--- src/rtl/wtg_pkg.sv ---
// ----------------------------------------------------------------------------
// wtg_pkg
// types, constants and wavetable helpers shared by the tone generator modules
// ----------------------------------------------------------------------------
package wtg_pkg;

    localparam int PERIOD_W    = 20;
    localparam int HOLD_W      = 16;
    localparam int ELAPSED_W   = 27;
    localparam int LEN_W       = 26;
    localparam int FREQ_W      = 12;
    localparam int DUR_W       = 16;
    localparam int DAC_W       = 12;
    localparam int IDX_W       = 4;
    localparam int SINE_W      = 17;
    localparam int PROD_W      = SINE_W + DAC_W;
    localparam int DIV_STEPS   = PERIOD_W;
    localparam int DIV_CNT_W   = $clog2(DIV_STEPS);

    localparam logic [PERIOD_W-1:0] US_PER_SEC       = 20'd1000000;
    localparam logic [PERIOD_W-1:0] LOOP_OVERHEAD_US = 20'd1322;
    localparam logic [FREQ_W-1:0]   MAX_FREQUENCY_HZ = 12'd741;
    localparam logic [LEN_W-1:0]    US_PER_MS        = 26'd1000;
    localparam logic [DAC_W-1:0]    VOL_MIN          = 12'd10;
    localparam logic [DAC_W-1:0]    VOL_RESET        = 12'd4095;
    localparam logic [IDX_W-1:0]    TRI_PEAK_IDX     = 4'd8;
    localparam logic [IDX_W-1:0]    SQ_HALF_IDX      = 4'd8;

    typedef enum logic {
        OP_START = 1'b0,
        OP_TICK  = 1'b1
    } t_op;

    typedef enum logic [1:0] {
        WAVE_SINE     = 2'd0,
        WAVE_TRIANGLE = 2'd1,
        WAVE_SAWTOOTH = 2'd2,
        WAVE_SQUARE   = 2'd3
    } t_wave;

    typedef struct packed {
        logic tick;
        logic start_latch;
        logic div_step;
        logic commit;
        logic load_out;
    } t_cmd;

    typedef struct packed {
        logic freq_ok;
    } t_status;

    // sine table offset by full scale: 32768 + round(32768*sin(2*pi*k/16))
    function automatic logic [SINE_W-1:0] sine_offset(input logic [IDX_W-1:0] k);
        logic [SINE_W-1:0] s;
        case (k)
            4'd0:    s = 17'd32768;
            4'd1:    s = 17'd45308;
            4'd2:    s = 17'd55938;
            4'd3:    s = 17'd63042;
            4'd4:    s = 17'd65536;
            4'd5:    s = 17'd63042;
            4'd6:    s = 17'd55938;
            4'd7:    s = 17'd45308;
            4'd8:    s = 17'd32768;
            4'd9:    s = 17'd20228;
            4'd10:   s = 17'd9598;
            4'd11:   s = 17'd2494;
            4'd12:   s = 17'd0;
            4'd13:   s = 17'd2494;
            4'd14:   s = 17'd9598;
            4'd15:   s = 17'd20228;
            default: s = 17'd32768;
        endcase
        return s;
    endfunction

endpackage

--- src/rtl/wavetable_tone_generator.sv ---
// ----------------------------------------------------------------------------
// wavetable_tone_generator
// 16-step wavetable tone generator for a 12-bit dac, microsecond tick driven
// ----------------------------------------------------------------------------
// timing: a tick or an ignored start gives its result in the cycle after acceptance
// a valid start runs the 20-step period divider, then waits for a free output slot
// throughput: one tick per cycle unless the output stalls; a valid start stalls the input until done
// reset: synchronous active low, note state cleared, block idle, max_volume 4095
module wavetable_tone_generator (
    input  logic                        i_clk,
    input  logic                        i_rst_n,
    input  logic                        i_cfg_wr_en,
    input  logic [wtg_pkg::DAC_W-1:0]   i_cfg_wr_data,
    input  logic                        i_in_valid,
    output logic                        o_in_stall,
    input  logic                        i_operation,
    input  logic [wtg_pkg::FREQ_W-1:0]  i_frequency_hz,
    input  logic [1:0]                  i_waveform,
    input  logic [wtg_pkg::DUR_W-1:0]   i_duration_ms,
    output logic                        o_out_valid,
    input  logic                        i_out_stall,
    output logic [wtg_pkg::DAC_W-1:0]   o_dac_value,
    output logic                        o_playing
);

    wtg_pkg::t_cmd    cmd;
    wtg_pkg::t_status status;

    wtg_ctrl u_ctrl (
        .i_clk       (i_clk),
        .i_rst_n     (i_rst_n),
        .i_in_valid  (i_in_valid),
        .i_operation (i_operation),
        .i_out_stall (i_out_stall),
        .i_status    (status),
        .o_in_stall  (o_in_stall),
        .o_out_valid (o_out_valid),
        .o_cmd       (cmd)
    );

    wtg_datapath u_datapath (
        .i_clk          (i_clk),
        .i_rst_n        (i_rst_n),
        .i_cfg_wr_en    (i_cfg_wr_en),
        .i_cfg_wr_data  (i_cfg_wr_data),
        .i_frequency_hz (i_frequency_hz),
        .i_waveform     (i_waveform),
        .i_duration_ms  (i_duration_ms),
        .i_cmd          (cmd),
        .o_status       (status),
        .o_dac_value    (o_dac_value),
        .o_playing      (o_playing)
    );

endmodule

--- src/rtl/wtg_ctrl.sv ---
// ----------------------------------------------------------------------------
// wtg_ctrl
// handshake and sequencing control: ticks and invalid starts load the output directly, valid starts run the divider
// ----------------------------------------------------------------------------
module wtg_ctrl (
    input  logic             i_clk,
    input  logic             i_rst_n,
    input  logic             i_in_valid,
    input  logic             i_operation,
    input  logic             i_out_stall,
    input  wtg_pkg::t_status i_status,
    output logic             o_in_stall,
    output logic             o_out_valid,
    output wtg_pkg::t_cmd    o_cmd
);

    typedef enum logic [2:0] {
        S_IDLE = 3'b001,
        S_DIV  = 3'b010,
        S_FIN  = 3'b100
    } t_state;

    t_state                          r_state, n_state;
    logic [wtg_pkg::DIV_CNT_W-1:0]   r_cnt, n_cnt;
    logic                            r_out_valid, n_out_valid;
    logic                            slot_free;
    logic                            in_ready;
    logic                            accept;

    assign slot_free   = !r_out_valid || !i_out_stall;
    assign in_ready    = (r_state == S_IDLE) && slot_free;
    assign accept      = i_in_valid && in_ready;
    assign o_in_stall  = !in_ready;
    assign o_out_valid = r_out_valid;

    always_comb begin
        n_state = r_state;
        n_cnt   = r_cnt;
        o_cmd   = '0;
        case (r_state)
            S_IDLE: begin
                if (accept) begin
                    if (i_operation == wtg_pkg::OP_TICK) begin
                        o_cmd.tick     = 1'b1;
                        o_cmd.load_out = 1'b1;
                    end else if (i_status.freq_ok) begin
                        o_cmd.start_latch = 1'b1;
                        n_cnt             = '0;
                        n_state           = S_DIV;
                    end else begin
                        o_cmd.load_out = 1'b1;
                    end
                end
            end
            S_DIV: begin
                o_cmd.div_step = 1'b1;
                n_cnt          = r_cnt + 1'b1;
                if (r_cnt == wtg_pkg::DIV_CNT_W'(wtg_pkg::DIV_STEPS - 1)) begin
                    n_state = S_FIN;
                end
            end
            S_FIN: begin
                if (slot_free) begin
                    o_cmd.commit   = 1'b1;
                    o_cmd.load_out = 1'b1;
                    n_state        = S_IDLE;
                end
            end
            default: begin
                n_state = S_IDLE;
            end
        endcase
        n_out_valid = (r_out_valid && i_out_stall) || o_cmd.load_out;
    end

    always_ff @(posedge i_clk) begin
        if (!i_rst_n) begin
            r_state     <= S_IDLE;
            r_cnt       <= '0;
            r_out_valid <= 1'b0;
        end else begin
            r_state     <= n_state;
            r_cnt       <= n_cnt;
            r_out_valid <= n_out_valid;
        end
    end

endmodule

--- src/rtl/wtg_datapath.sv ---
// ----------------------------------------------------------------------------
// wtg_datapath
// note state, period divider, wavetable sample unit and output register
// ----------------------------------------------------------------------------
module wtg_datapath (
    input  logic                               i_clk,
    input  logic                               i_rst_n,
    input  logic                               i_cfg_wr_en,
    input  logic [wtg_pkg::DAC_W-1:0]          i_cfg_wr_data,
    input  logic [wtg_pkg::FREQ_W-1:0]         i_frequency_hz,
    input  logic [1:0]                         i_waveform,
    input  logic [wtg_pkg::DUR_W-1:0]          i_duration_ms,
    input  wtg_pkg::t_cmd                      i_cmd,
    output wtg_pkg::t_status                   o_status,
    output logic [wtg_pkg::DAC_W-1:0]          o_dac_value,
    output logic                               o_playing
);

    logic [wtg_pkg::DAC_W-1:0]      r_max_vol;
    logic [wtg_pkg::PERIOD_W-1:0]   r_period;
    logic [wtg_pkg::HOLD_W-1:0]     r_step_hold;
    logic [wtg_pkg::HOLD_W-1:0]     r_hold_cnt;
    logic [wtg_pkg::IDX_W-1:0]      r_idx;
    logic [wtg_pkg::ELAPSED_W-1:0]  r_elapsed;
    logic [wtg_pkg::LEN_W-1:0]      r_note_len;
    logic [1:0]                     r_wave;
    logic                           r_active;
    logic [wtg_pkg::DAC_W-1:0]      r_held;

    logic [wtg_pkg::FREQ_W-1:0]     r_div_den;
    logic [wtg_pkg::FREQ_W-1:0]     r_div_rem;
    logic [wtg_pkg::PERIOD_W-1:0]   r_div_quo;
    logic [wtg_pkg::LEN_W-1:0]      r_pend_len;
    logic [1:0]                     r_pend_wave;

    logic [wtg_pkg::DAC_W-1:0]      r_out_dac;
    logic                           r_out_playing;

    logic [wtg_pkg::FREQ_W:0]       rem_sh;
    logic [wtg_pkg::FREQ_W:0]       rem_sub;
    logic                           rem_ge;

    logic [wtg_pkg::SINE_W-1:0]     mul_a;
    logic [wtg_pkg::DAC_W-1:0]      mul_b;
    logic [wtg_pkg::PROD_W-1:0]     prod;
    logic [wtg_pkg::DAC_W-1:0]      sample;

    logic [wtg_pkg::HOLD_W-1:0]     hold_eff;
    logic [wtg_pkg::HOLD_W-1:0]     hold_inc;
    logic [wtg_pkg::IDX_W-1:0]      idx_inc;
    logic [wtg_pkg::ELAPSED_W-1:0]  elapsed_sum;
    logic [wtg_pkg::HOLD_W-1:0]     new_step_hold;
    logic [wtg_pkg::PERIOD_W-1:0]   period_excess;
    logic [wtg_pkg::DAC_W-1:0]      vol_sat;

    assign o_status.freq_ok = (i_frequency_hz != '0)
                           && (i_frequency_hz <= wtg_pkg::MAX_FREQUENCY_HZ);

    // restoring division step
    assign rem_sh  = {r_div_rem, r_div_quo[wtg_pkg::PERIOD_W-1]};
    assign rem_ge  = rem_sh >= {1'b0, r_div_den};
    assign rem_sub = rem_sh - {1'b0, r_div_den};

    // wavetable sample
    always_comb begin
        mul_a = '0;
        mul_b = r_max_vol;
        case (wtg_pkg::t_wave'(r_wave))
            wtg_pkg::WAVE_SINE: begin
                mul_a = wtg_pkg::sine_offset(r_idx);
                mul_b = {1'b0, r_max_vol[wtg_pkg::DAC_W-1:1]};
            end
            wtg_pkg::WAVE_TRIANGLE: begin
                if (r_idx <= wtg_pkg::TRI_PEAK_IDX) begin
                    mul_a = wtg_pkg::SINE_W'(r_idx);
                end else begin
                    mul_a = wtg_pkg::SINE_W'(5'd16 - {1'b0, r_idx});
                end
            end
            wtg_pkg::WAVE_SAWTOOTH: begin
                mul_a = wtg_pkg::SINE_W'(r_idx);
            end
            default: begin
                mul_a = '0;
            end
        endcase
    end

    assign prod = wtg_pkg::PROD_W'(mul_a) * wtg_pkg::PROD_W'(mul_b);

    always_comb begin
        case (wtg_pkg::t_wave'(r_wave))
            wtg_pkg::WAVE_SINE:     sample = prod[15 +: wtg_pkg::DAC_W];
            wtg_pkg::WAVE_TRIANGLE: sample = prod[3 +: wtg_pkg::DAC_W];
            wtg_pkg::WAVE_SAWTOOTH: sample = prod[4 +: wtg_pkg::DAC_W];
            default: begin
                sample = (r_idx < wtg_pkg::SQ_HALF_IDX) ? r_max_vol : '0;
            end
        endcase
    end

    assign hold_eff    = (r_step_hold == '0) ? wtg_pkg::HOLD_W'(1) : r_step_hold;
    assign hold_inc    = r_hold_cnt + 1'b1;
    assign idx_inc     = r_idx + 1'b1;
    assign elapsed_sum = r_elapsed + wtg_pkg::ELAPSED_W'(r_period);

    assign period_excess = r_div_quo - wtg_pkg::LOOP_OVERHEAD_US;
    assign new_step_hold = (r_div_quo >= wtg_pkg::LOOP_OVERHEAD_US)
                         ? wtg_pkg::HOLD_W'(period_excess >> 4) : '0;

    assign vol_sat = (i_cfg_wr_data < wtg_pkg::VOL_MIN) ? wtg_pkg::VOL_MIN : i_cfg_wr_data;

    // control state
    always_ff @(posedge i_clk) begin
        if (!i_rst_n) begin
            r_max_vol   <= wtg_pkg::VOL_RESET;
            r_period    <= '0;
            r_step_hold <= '0;
            r_hold_cnt  <= '0;
            r_idx       <= '0;
            r_elapsed   <= '0;
            r_note_len  <= '0;
            r_wave      <= '0;
            r_active    <= 1'b0;
            r_held      <= '0;
        end else begin
            if (i_cfg_wr_en) begin
                r_max_vol <= vol_sat;
            end
            if (i_cmd.commit) begin
                r_period    <= r_div_quo;
                r_step_hold <= new_step_hold;
                r_hold_cnt  <= '0;
                r_idx       <= '0;
                r_elapsed   <= '0;
                r_note_len  <= r_pend_len;
                r_wave      <= r_pend_wave;
                r_active    <= (r_pend_len != '0);
            end else if (i_cmd.tick && r_active) begin
                r_held <= sample;
                if (hold_inc >= hold_eff) begin
                    r_hold_cnt <= '0;
                    r_idx      <= idx_inc;
                    if (idx_inc == '0) begin
                        r_elapsed <= elapsed_sum;
                        if (elapsed_sum >= wtg_pkg::ELAPSED_W'(r_note_len)) begin
                            r_active <= 1'b0;
                        end
                    end
                end else begin
                    r_hold_cnt <= hold_inc;
                end
            end
        end
    end

    // divider and pending start payload
    always_ff @(posedge i_clk) begin
        if (i_cmd.start_latch) begin
            r_div_den   <= i_frequency_hz;
            r_div_rem   <= '0;
            r_div_quo   <= wtg_pkg::US_PER_SEC;
            r_pend_len  <= wtg_pkg::LEN_W'(i_duration_ms) * wtg_pkg::US_PER_MS;
            r_pend_wave <= i_waveform;
        end else if (i_cmd.div_step) begin
            r_div_rem <= rem_ge ? rem_sub[wtg_pkg::FREQ_W-1:0]
                                : rem_sh[wtg_pkg::FREQ_W-1:0];
            r_div_quo <= {r_div_quo[wtg_pkg::PERIOD_W-2:0], rem_ge};
        end
    end

    // output register
    always_ff @(posedge i_clk) begin
        if (i_cmd.load_out) begin
            if (i_cmd.tick && r_active) begin
                r_out_dac <= sample;
            end else begin
                r_out_dac <= r_held;
            end
            if (i_cmd.commit) begin
                r_out_playing <= (r_pend_len != '0);
            end else begin
                r_out_playing <= r_active;
            end
        end
    end

    assign o_dac_value = r_out_dac;
    assign o_playing   = r_out_playing;

endmodule
--- config.mk ---
export PLATFORM = sky130hd
export DESIGN_NAME = wavetable_tone_generator
export DESIGN_NICKNAME = d
export VERILOG_FILES = /design/src/rtl/wtg_pkg.sv /design/src/rtl/wavetable_tone_generator.sv /design/src/rtl/wtg_ctrl.sv /design/src/rtl/wtg_datapath.sv
export SDC_FILE = /design/constraint.sdc
export NUM_CORES = 1
export LEC_CHECK = 0
export BUFFER_PORTS_ARGS = -buffer_cell sky130_fd_sc_hd__buf_2
export CAP_MARGIN = 20
export CELL_PAD_IN_SITES_DETAIL_PLACEMENT = 2
export CELL_PAD_IN_SITES_GLOBAL_PLACEMENT = 2
export CORE_ASPECT_RATIO = 1.25
export CORE_MARGIN = 2
export CORE_UTILIZATION = 40
export DETAILED_ROUTE_END_ITERATION = 8
export GPL_TIMING_DRIVEN = 0
export PLACE_DENSITY = 0.77
export RECOVER_POWER = 50
export SKIP_LAST_GASP = 1
export SLEW_MARGIN = 15
export SYNTH_ARGS = -nofsm -noshare
export SYNTH_HDL_FRONTEND = slang
export SYNTH_HIERARCHICAL = 1
export SYNTH_SLANG_ARGS = --single-unit
--- constraint.sdc ---
create_clock -name i_clk -period 8.2 [get_ports i_clk]
set_input_delay 2.46 -clock i_clk [delete_from_list [all_inputs] [get_ports i_clk]]
set_output_delay 2.46 -clock i_clk [all_outputs]
set_load 0.01 [all_outputs]
After elaboration in Yosys (flattened, before gate mapping)
Memories as Yosys holds them, arrays and structs flattened. A register that Yosys moved wholly into a read port is not among the register bits.
Index checks and enable logic that the tools add are counted.
Widths: inputs -> output; s select.
- bitwise operators: 1
- add/sub/neg operators: 7
- multipliers: 2
- reduce and logical (&&, ||, !) cells: 26
- eq/ne operators: 11
- mux-type cells: 41
- order comparisons: 8
- operators by type and width (cell ; count):
    $mux 12 ; 5
    $pmux 17 s3 ; 1
    $mux 16 ; 3
    $pmux 12 s3 ; 1
    $add 27x20->27 ; 1
    $ge 27x26->1 ; 1
    $mul 17x12->27 ; 1
    $reduce_bool 26->1 ; 1
    $mul 16x7->23 const B ; 1
    $ge 20x11->1 const B ; 1
    $sub 20x11->20 const B ; 1
    $mux 17 ; 1
    $add 16x1->16 const B ; 1
    $ge 16x16->1 ; 1
    $logic_not 16->1 ; 1
    $mux 3 ; 5
    $mux 5 ; 3
    $mux 1 ; 14
    $ge 13x12->1 ; 1
    $le 12x10->1 const B ; 1
    $lt 12x4->1 const B ; 1
    $reduce_bool 12->1 ; 1
    $sub 12x12->12 ; 1
    $pmux 5 s2 ; 1
    29 further kinds ; 47
- bits in registers: 224
- memories: 1
- output and inout port bits: 15
- bits of input ports: 48
- ROM bits: 256
- memory list (memory ; depth ; width ; rd ports ; clocked after Yosys merged registers in ; write ports ; line ; text):
    (no name shown) ; 16 ; 16 ; 1 ; 1 ; 0 ; wtg_pkg.sv:56 ; case (k)

Longest topological paths before layout
- depth after elaboration: 10
- depth in mapped cells: 30
- gate-level depth less buffers: 28

Hierarchy
The synthesis kept the hierarchy.
- modules (own cells, without submodules) (module ; sequential area each (sq um) ; cells each ; instances ; area each (sq um)):
    wtg_datapath ; 5044.8 ; 2222 ; 1 ; 20556.0
    wtg_ctrl ; 180.2 ; 57 ; 1 ; 531.8

Worst setup path after synthesis
Ideal clock, no wire load.
- kind: register -> register
- start: reg u_datapath.r_wave[1]
- end: reg u_datapath.r_out_dac (netlist bit u_datapath/o_dac_value[8]) (data pin)
- path slack: 1491 ps
- arrival time: 6454 ps
- clock period less this slack: 6709 ps
- stages on the path, launching flop included: 26
- path buffers: 3
- cell sequence: dfxtp_1 clkbuf_1 clkinv_1 nor2_1 clkbuf_1 a21oi_1 clkbuf_1 or2_2 fa_1 fa_1 inv_1 fa_1 fa_1 inv_1 fa_1 inv_1 ha_1 a41oi_1 o21ai_1 a2111oi_2 o31ai_2 a41o_1 a21oi_1 xnor2_1 o21ai_1 o21a_1
- longest elaborated chain between the ends: 5
- elaborated cells between the ends (all ways): 8
- those cells by class: 1 x mul; 2 x eq/ne; 4 x mux; 1 x reduce/logical
- ends and longest elaborated chain (element ; line ; text):
    start: declaration ; wtg_datapath.sv:26 ; logic [1:0] r_wave;
    start signal: assignment ; wtg_datapath.sv:137 ; r_wave <= r_pend_wave;
    $eq 2x2->1, or another cell as far along ; wtg_datapath.sv:68, wtg_datapath.sv:92 ;
    $pmux 17 s3 or $mux 12 (tied branches) ; wtg_datapath.sv:68 ; case (wtg_pkg::t_wave'(r_wave))
    $mul 17x12->27 ; wtg_datapath.sv:89 ; assign prod = wtg_pkg::PROD_W'(mul_a) * wtg_pkg::PROD_W'(mul_b);
    $pmux 12 s3 (*) ; wtg_datapath.sv:92 ; case (wtg_pkg::t_wave'(r_wave))
    $mux 12 (*) ; wtg_datapath.sv:175 ; if (i_cmd.tick && r_active) begin
    end signal: assignment ; wtg_datapath.sv:176 ; r_out_dac <= sample;
    end signal: assignment ; wtg_datapath.sv:178 ; r_out_dac <= r_held;
    end: declaration ; wtg_datapath.sv:36 ; logic [wtg_pkg::DAC_W-1:0] r_out_dac;
Mark *: on every way between the ends. The rest lies on a longest branch, timed or not.
A chain may end at the register's enable or synchronous reset.

Worst setup path after layout
- start: reg u_datapath.r_wave[1]
- end: reg u_datapath.r_out_dac (netlist bit u_datapath/o_dac_value[9]) (data pin)
The elaborated chain is that of the path after synthesis.

==> run metrics <==
Reg area roughly 0.0052 mm2; # rows 94; HP Class reg2reg; critical path required time 8.52 ns; FMAX about 130 MHz; Synth-to-Final Area Change 10.32%; initial antenna violation count 0; height of the die 260.7 um; Post-synth EDFFs 50; most common cell in the netlist inv_1; Synth area leader fa_1; crit start category register; Cell Area, Synth 0.02109 mm2; first-pass GRT wire length 110.8 mm; crit path max fanout 10; Mapped Avg Cell Area 9.253 um2; final setup vio count 0; drc violations 0; VDD IR-drop max ~0.16 mV; Num CTS Buffers 29; Initial DRC Count around 530; GRT Resource Usage Total 26.06%; Synthesis Warnings 6; # port buffers 62; detailed placement HPWL 56.37 mm; ys async rst share 0%; critical path data arrival time between 8 and 9 ns; failing checks max-capacitance violations, max-slew violations; Ant. Diodes 0; share of cells above drive strength 1 6.401%; Final Max Tran Viols 18; Pwr per Cell Area 172.3 mW/mm2; Period Utilization, post-route 95.53%; Rel. slew slack -11.21%; GR Overflow Total 0; die area 0.05458 mm2; Detailed Routing Iterations Pass 1 4; cell depth of the worst hold path 2; post-CTS setup repair buffer count 0; clock slew at the register clock pins of the worst setup and hold paths roughly 0.06 ns; sequential area share after synthesis roughly a quarter; most frequent cells after synthesis inv_1 (285), fa_1 (205), nand2_1 (192), ha_1 (189), dfxtp_1 (186); CP Capture Type register; cts hold-fix bufs 0; Synth Instances 2,279; Core Area 0.05234 mm2; status complete, but fails checks; Final Util between 40% and 50%; worst reg2reg path depth 24; global placer's final weighted congestion 0.8555; crit path kind reg2reg; multi-input logic area roughly 0.014 mm2; Slew @ Worst Pin roughly 1.7 ns; leakage 10.25 nW; Seq cells post-synth around 240; initial core utilization about two fifths; Die W about 210 um; largest net degree at the start of global routing 25; total wire length 69.54 mm; count of different cell masters after synthesis 95; Via density 5.549; Post-synth top flop dfxtp_1; Worst Skew 0.03051 ns; final hold viol count 0; ranking of synthesized cells by area fa_1 (19%), dfxtp_1 (18%), ha_1 (11%); clock root cell clkbuf_16; Clk Latency, worst-skew pair ~0.60 ns; H-tree Lvls 1; Avg WL per Cell about 23 um; Reg2Reg Capture Point u_datapath/o_dac_value[9]$_DFFE_PP_; clock buffer depth 3; post-route ant nets 0; Ports 63; max-cap violations 1; Via Count 17.08k; Placed Cells 3,025; RSZ-0062 raised after global routing yes; Worst R2R Setup Slack between 0.3 and 0.4 ns; clk sinks 236; number of global-route vias before repair 19.82k; Nets ~2.8k; hold path start u_datapath/r_elapsed[19]$_SDFFE_PP0P_; CTS tree done; post-synth top area share between 15 and 20%; Hold EP u_datapath/r_elapsed[19]$_SDFFE_PP0P_; reg2reg start u_datapath/r_wave[1]$_SDFFE_PN0P_; fillers 5,766; Post-Layout Cell Count 3,078; minimum clock period 7.834 ns
placed cells by master (no fill, tap or decap), types with 7 or more instances in the layout:
cell | netlist | layout
nor2_1 | 179 | 180
edfxtp_1 | 50 | 50
inv_1 | 285 | 286
or2_2 | 23 | 23
nand3_1 | 29 | 29
a22o_1 | 17 | 17
xor2_1 | 42 | 42
o21a_1 | 15 | 15
and3_1 | 68 | 68
nand2_1 | 192 | 192
nand4_1 | 15 | 15
o21bai_1 | 13 | 13
nor4_1 | 11 | 11
o22ai_1 | 7 | 7
clkinv_2 | 0 | 7
nand3b_1 | 10 | 10
dfxtp_1 | 186 | 186
buf_2 | 6 | 37
a31oi_1 | 20 | 20
a21o_1 | 32 | 32
clkbuf_2 | 0 | 9
conb_1 | 2 | 11
a211o_1 | 8 | 8
a211oi_1 | 29 | 28
buf_1 | 12 | 8
ha_1 | 189 | 189
a21oi_1 | 116 | 115
xnor2_1 | 65 | 65
fa_1 | 205 | 205
nor3_1 | 24 | 24
nand2b_1 | 18 | 18
clkbuf_16 | 0 | 31
o211ai_1 | 7 | 7
o21ai_0 | 47 | 48
o21ai_1 | 24 | 23
clkbuf_1 | 77 | 108
nor2b_1 | 11 | 11
and2_1 | 25 | 23
mux2i_1 | 95 | 95
a221o_1 | 12 | 12
final cells by class:
| type | instances | share of cell area [%] |
|---|---|---|
| Buffer | 97 | 1.716 |
| Clock inverter | 15 | 0.6077 |
| Clock buffer | 39 | 3.641 |
| Sequential cell | 236 | 22.46 |
| Tap cell | 672 | 3.614 |
| Inverter | 287 | 4.636 |
| Multi-Input combinational cell | 1667 | 62.04 |
| Timing Repair Buffer | 65 | 1.291 |
power breakdown:
part	total [W]	switching, W	internal, W
logic	0.00134	0.000783	0.000559
clock network	0.00133	0.000542	0.000787
registers	0.00134	0.0000512	0.00129
worst max-delay path: stages, from the launching register on:
cell,delay [ns]
dfxtp_1,0.43
nor2_1,0.28
clkbuf_2,0.33
clkbuf_2,0.32
and2_1,0.44
a21oi_1,0.14
or2_2,0.34
fa_1,0.42
fa_1,0.52
fa_1,0.49
inv_1,0.06
fa_1,0.56
inv_1,0.06
fa_1,0.57
inv_1,0.05
ha_1,0.42
o21a_1,0.16
o21ai_0,0.11
a211oi_2,0.36
o21ai_1,0.16
o21bai_1,0.39
nand3_1,0.14
o22ai_1,0.24
mux2i_1,0.37
a21oi_1,0.16
through the flow:
step                area (um2)  setup WS, ns  power, W  hold slack (ns)    TNS, ns
floorplan                21120         1.491  0.002304           0.4400          0
global placement         22270        -1.123  0.002618           0.4470     -54.46
detailed placement       22330       -0.4427  0.002710           0.4614     -2.165
CTS                      23320        0.1257  0.004068           0.4696          0
global route             23260     -0.006025  0.004263           0.4906  -0.006025
finish                   23260        0.3663  0.004008           0.4662          0
state kept, by name (all words and copies together) (netlist names), 3 cells and up, named ones only:
name / flops
u_ctrl/r_cnt: 5
u_ctrl/r_state: 3
u_datapath/o_dac_value: 12
u_datapath/r_div_den: 12
u_datapath/r_div_quo: 20
u_datapath/r_div_rem: 12
u_datapath/r_elapsed: 27
u_datapath/r_held: 12
u_datapath/r_hold_cnt: 16
u_datapath/r_idx: 4
u_datapath/r_max_vol: 12
u_datapath/r_note_len: 23
u_datapath/r_pend_len: 23
u_datapath/r_period: 20
u_datapath/r_step_hold: 16
repair_timing:
| item | in CTS | in global routing |
|---|---|---|
| setup endpoints to repair | 12 | 15 |
| cloned | 0 | 0 |
| resized for setup | 5 | 13 |
logic make-up after synthesis:
family	synth area share (%)
DFF	24.78
adders and majority gates	30.68
AOI/OAI and AO/OA	12.95
and+or+nand+nor	15.31
muxes	4.830
xor gates and xnor gates	4.444
buffers and inverters	6.978
other	0.03561
per-layer routing:
metal  vias to the layer above  track usage (%)  share of wire [%]
met5                         -                0                  0
met2                       237            52.98                 56
li1                       7911                -                  -
met1                      8777            26.73                 37
met4                         0            11.25                4.9
met3                       154            2.539                2.3
worst max-delay path by stage:
stage                                            startpoint  slack, ns  cells past startpoint                                   end
after global placement                    i_frequency_hz[2]      -1.12                      9  u_datapath/r_div_quo[0]$_SDFFE_PP0P_
after global routing      u_datapath/r_wave[1]$_SDFFE_PN0P_     -0.006                     24  u_datapath/o_dac_value[10]$_DFFE_PP_
after detailed placement  u_datapath/r_wave[1]$_SDFFE_PN0P_      -0.44                     25   u_datapath/o_dac_value[7]$_DFFE_PP_
final                     u_datapath/r_wave[1]$_SDFFE_PN0P_       0.37                     24   u_datapath/o_dac_value[9]$_DFFE_PP_
after floorplan           u_datapath/r_wave[1]$_SDFFE_PN0P_       1.49                     25   u_datapath/o_dac_value[8]$_DFFE_PP_
after CTS                 u_datapath/r_wave[1]$_SDFFE_PN0P_       0.13                     24   u_datapath/o_dac_value[7]$_DFFE_PP_
(Power assumes the default switching activity.)
